**config.mk**
```make
export PLATFORM = sky130hd
export DESIGN_NAME = ffn_front
export DESIGN_NICKNAME = d
export VERILOG_FILES = /design/src/hdl/ffn_pkg.sv /design/src/hdl/ffn_front.sv
export SDC_FILE = /design/constraint.sdc
export NUM_CORES = 1
export LEC_CHECK = 0
export BUFFER_PORTS_ARGS = -buffer_cell sky130_fd_sc_hd__clkbuf_2
export CAP_MARGIN = 20
export CORE_MARGIN = 1
export CORE_UTILIZATION = 62
export DETAILED_ROUTE_END_ITERATION = 10
export PLACE_DENSITY = 0.95
export SYNTH_ARGS = -nofsm -noshare
export SYNTH_HDL_FRONTEND = slang
export SYNTH_SLANG_ARGS = --single-unit
```
**constraint.sdc**
```tcl
create_clock -name clk -period 3.89 [get_ports clk]
set_input_delay 0.5835 -clock clk [delete_from_list [all_inputs] [get_ports clk]]
set_output_delay 0.5835 -clock clk [all_outputs]
set_load 0.02 [all_outputs]
```
**src/hdl/ffn_pkg.sv**
```systemverilog
// ffn_pkg: types, constants and the rounding threshold table of the
// frequency normalizer. No dependencies.
`default_nettype none

package ffn_pkg;

	localparam int FREQ_W     = 32;
	localparam int TL_W       = 4;
	localparam int SYM_W      = 8;
	localparam int CNT_W      = 16;
	localparam int STEP_W     = 63;
	localparam int REM_W      = 18;
	localparam int CORR_W     = 20;
	localparam int THR_W      = 20;
	localparam int CFG_IDX_W  = 1;
	localparam int CFG_DATA_W = 32;

	localparam int CQ_DEPTH   = 4;
	localparam int RQ_DEPTH   = 16;

	localparam int SCALE_BASE = 62;
	localparam int RND_SHIFT  = 20;
	localparam int RND_LIMIT  = 8;
	localparam int CNT_MAX    = 32768;

	localparam logic [FREQ_W-1:0] TC_RESET = 32'd1;
	localparam logic [TL_W-1:0]   TL_RESET = 4'd11;

	localparam logic [CFG_IDX_W-1:0] CFG_TOTAL_COUNT = 1'b0;
	localparam logic [CFG_IDX_W-1:0] CFG_TABLE_LOG   = 1'b1;

	localparam logic signed [REM_W:0] REM_FLOOR = (REM_W+1)'(-(2**(REM_W-1)));

	typedef struct packed {
		logic [FREQ_W-1:0] frequency;
		logic              last;
	} item_t;

	typedef struct packed {
		logic [SYM_W-1:0] symbol;
		logic [CNT_W-1:0] count;
		logic             is_correction;
		logic             correction_ok;
		logic             done_res;
	} result_t;

	typedef struct packed {
		logic [FREQ_W-1:0] frequency;
		logic [SYM_W-1:0]  symbol;
		logic              last;
		logic              first;
	} cmd_t;

	typedef enum logic {
		BK_RUN,
		BK_DIV
	} back_state_t;

	function automatic logic [THR_W-1:0] round_thresh(input logic [2:0] p);
		logic [THR_W-1:0] t;
		case (p)
			3'd1: t = 20'd473195;
			3'd2: t = 20'd504333;
			3'd3: t = 20'd520860;
			3'd4: t = 20'd550000;
			3'd5: t = 20'd700000;
			3'd6: t = 20'd750000;
			3'd7: t = 20'd830000;
			default: t = '0;
		endcase
		return t;
	endfunction

endpackage

`default_nettype wire

```
**src/hdl/ffn_front.sv**
```systemverilog
// ffn_front: accepts frequency items, numbers them within a set, marks set
// start and end, and buffers them in a short command queue.
// Depends on ffn_pkg.
`default_nettype none

module ffn_front import ffn_pkg::*; #(
	parameter int MAX_SYMBOLS = 256
) (
	input  logic  clk,
	input  logic  arst_n,
	input  logic  push,
	input  item_t item,
	output logic  full,
	output logic  cmd_valid,
	output cmd_t  cmd,
	input  logic  cmd_pop
);

	localparam int CQ_AW = $clog2(CQ_DEPTH);

	cmd_t             mem_q [CQ_DEPTH];
	logic [CQ_AW-1:0] wptr_q;
	logic [CQ_AW-1:0] rptr_q;
	logic [CQ_AW:0]   fill_q;
	logic [SYM_W-1:0] sym_q;
	logic             first_q;
	logic             accept;
	cmd_t             cmd_in;

	assign full      = (fill_q == (CQ_AW+1)'(CQ_DEPTH));
	assign accept    = push && !full;
	assign cmd_valid = (fill_q != '0);
	assign cmd       = mem_q[rptr_q];

	always_comb begin
		cmd_in.frequency = item.frequency;
		cmd_in.symbol    = sym_q;
		cmd_in.first     = first_q;
		cmd_in.last      = item.last ||
			({1'b0, sym_q} >= (SYM_W+1)'(MAX_SYMBOLS - 1));
	end

	always_ff @(posedge clk) begin
		if (accept) begin
			mem_q[wptr_q] <= cmd_in;
		end
	end

	always_ff @(posedge clk or negedge arst_n) begin
		if (!arst_n) begin
			wptr_q  <= '0;
			rptr_q  <= '0;
			fill_q  <= '0;
			sym_q   <= '0;
			first_q <= 1'b1;
		end else begin
			if (accept) begin
				wptr_q <= wptr_q + CQ_AW'(1);
				if (cmd_in.last) begin
					sym_q   <= '0;
					first_q <= 1'b1;
				end else begin
					sym_q   <= sym_q + SYM_W'(1);
					first_q <= 1'b0;
				end
			end
			if (cmd_pop) begin
				rptr_q <= rptr_q + CQ_AW'(1);
			end
			case ({accept, cmd_pop})
				2'b10: fill_q <= fill_q + (CQ_AW+1)'(1);
				2'b01: fill_q <= fill_q - (CQ_AW+1)'(1);
				default: fill_q <= fill_q;
			endcase
		end
	end

endmodule

`default_nettype wire

```
==> flow_metrics.env <==
export IMPL_outcome="finished clean"
export IMPL_critPathTopFamily="flip-flops"
export IMPL_ys_warn_count=0
export IMPL_numCtsBuffers=17
export IMPL_tritoncts="built"
export IMPL_rows=38
export IMPL_die_area_mm2=0.0117
export IMPL_first_global_vias=3522
export IMPL_power_leakage_uw=0.00290
export IMPL_clock_latency_ns=0.53
export IMPL_relSlewSlack_pct=29.4
export IMPL_period_share_pct=75.6
export IMPL_synth_net_count=351
export IMPL_via_per_inst=6.01
export IMPL_crit_arrival_ns=2.36
export IMPL_avgSynthCellArea_um2=22.8
export IMPL_dr_first_iter_drc_count=224
export IMPL_tightestPinTransition_ns=1.06
export IMPL_powerDensity_mw_per_mm2=790
export IMPL_cts_resized=0
export IMPL_path_cells="mux4_2 > clkbuf_2"
export IMPL_dp_hpwl_um=6720
export IMPL_min_path_cells=1
export IMPL_yosys_area_top_type_share_pct=72.2
export IMPL_cp_depth=2
export IMPL_core_area_mm2=0.0109
export IMPL_clockBufferDepth=2
export IMPL_grt_pass1_wl_um=18600
export IMPL_ios=81
export IMPL_diodes=0
export IMPL_critPathMaxStageDelay_ns=1.00
export IMPL_route_met2_wl_um=6800
export IMPL_vias=3323
export IMPL_critPathBufInv=1
export IMPL_cts_max_level=4
export IMPL_reg2reg_from="fill_q[0]"
export IMPL_wl_per_cell_um=22.3
export IMPL_dieWidth_um=108
export IMPL_setup_viol=0
export IMPL_path_max_fanout=44
export IMPL_hold_path_class="in2reg"
export IMPL_synth_area_mm2=0.00699
export IMPL_wl_um=12300
export IMPL_crit_start="rptr_q[0]"
export IMPL_cts_sinks=184
export IMPL_globalplace_congestion=0.796
export IMPL_syn_inst=307
export IMPL_cp_required_ns=3.31
export IMPL_cts_setup_buffers=0
export IMPL_worstHoldStart="item[15]"
export IMPL_antenna_found_initial=0
export IMPL_fin_nets=444
export IMPL_final_util_pct=75.4
export IMPL_worst_setup_path_type="reg2out"
export IMPL_grt_max_degree=45
export IMPL_floorplan_initialDensity_pct=64.2
export IMPL_met1_length_um=4630
export IMPL_fin_crit_ns=2.94
export IMPL_dr_max_layer_used="met4"
export IMPL_yosysTopAreaCell="edfxtp_1"
export IMPL_syn_to_final_growth_pct=17.4
export IMPL_root_buffer="clkbuf_8"
export IMPL_ys_types=38
export IMPL_synthTopCellsByArea="edfxtp_1 72%, mux4_2 14%, dfrtp_1 5.4%"
export IMPL_startpoint_type="register"
export IMPL_fmax_ghz=0.340
export IMPL_drtAntennaViolNets=0
export IMPL_synth_seq_cells=184
export IMPL_dr_wl_met3_um=763
export IMPL_grt_use_total_pct=22.9
export IMPL_overflow=0
export IMPL_path_clk_slew_ns=0.07
export IMPL_fin_setup_tns_ns=0
export IMPL_die_h_um=108
export IMPL_ctsHoldBuffers=1
export IMPL_skew_ns=0.0100
export IMPL_io_buffers=80
export IMPL_synth_seq_area_share_pct=77.9
export IMPL_max_cap_viol_count=0
export IMPL_ir_drop_v=0.000496
export IMPL_grt_setup_unrepaired="false"
export IMPL_drive_gt1_share_pct=43.1
export IMPL_drcViolationCount=0
export IMPL_finalMaxSlewViolations=0
export IMPL_finalHoldViolations=0
export IMPL_end_kind="output port"
export IMPL_dr_pass1_iters=5
export IMPL_r2r_cells=9
export IMPL_cp_slowest_cell="dfrtp_4"
## power breakdown
part	internal [uW]	switching [uW]	total [uW]
registers	2620	359	2980
logic	804	962	1770
clock network	1020	711	1730
## worst paths after layout
| path | to | slack [ns] |
|---|---|---|
| worst max-delay path | cmd[0] | 0.95 |
| worst min-delay path | mem_q[2][24] | 0.27 |
| worst max register to register | fill_q[2] | 1.55 |
| worst min register to register | fill_q[2] | 0.51 |
| max in group asynchronous | rptr_q[0] | 3.03 |
| min in group asynchronous | sym_q[5] | 0.52 |
## flip-flops by register name, summed over array words and instances, names as in the netlist
signal / flops
wptr_q: 2
first_q: 1
rptr_q: 2
sym_q: 8
fill_q: 3
mem_q: 168
## synthesized netlist by cell type
library cell / n
a21o_1: 1
a31oi_1: 1
and2_4: 1
and3_1: 5
buf_2: 4
buf_4: 4
buf_6: 1
clkbuf_1: 2
clkinv_8: 1
dfrtp_1: 15
dfstp_2: 1
edfxtp_1: 168
fa_1: 1
ha_1: 6
inv_1: 7
mux2i_1: 1
mux4_2: 42
nand2_1: 7
nand2b_1: 1
nand3_1: 4
nand3b_1: 1
nand4_1: 1
nor2_1: 4
nor3_1: 1
nor3b_1: 1
o211a_1: 1
o21a_1: 1
o21ai_0: 1
o21ai_1: 1
o21ai_2: 9
o21bai_4: 1
o2bb2ai_1: 1
o31ai_1: 2
o31ai_2: 1
or3_1: 1
or3b_4: 1
xnor2_1: 3
xor2_1: 3
## final cells by class
| cell class | instances | area (um^2) |
|---|---|---|
| well taps | 140 | 175 |
| flip-flops and latches | 184 | 5450 |
| inverters | 8 | 42.5 |
| multi-input cells | 104 | 1440 |
| clock inverters | 12 | 165 |
| repair buffers | 85 | 490 |
| fillers | 576 | 2680 |
| clock buffers | 20 | 445 |
## metrics by stage
stage	std cells	power [uW]	hold slack [ns]	setup slack [ns]	instance area, um^2
after detailed placement	516	4770	0.500	1.44	7500
after CTS	549	6500	0.252	0.866	8130
final	553	6480	0.271	0.948	8210
after global placement	516	4690	0.465	1.44	7500
after global routing	553	6770	0.255	0.800	8210
after floorplan	307	4200	0.288	1.69	6990
## metal layers
metal	up-vias	global-route usage (%)
met3	10	5.24
met1	1721	27.9
li1	1459	-
met2	133	39.7
met4	0	9.30
met5	-	0
## logic make-up after synthesis
| family | synth area share, % |
|---|---|
| compound gates | 2.51 |
| buf+inv | 1.59 |
| fa+ha+maj | 1.36 |
| simple gates | 2.17 |
| mux | 13.7 |
| xor+xnor | 0.752 |
| flops | 77.9 |
## cells in the final DEF, fill, tap and decap left out, types with 3 or more instances in the layout
master      instances
and3_2              4
buf_12              4
bufinv_16           3
clkbuf_16          16
clkbuf_2           80
clkbuf_8            3
clkinvlp_4          3
dfrtp_1            13
edfxtp_1          168
ha_1                6
inv_1               7
inv_6               4
mux4_2             42
nand2_1             7
nand3_1             4
nor2_1              4
o21ai_2             9
xnor2_1             3
xor2_1              3
(Power assumes the default switching activity.)
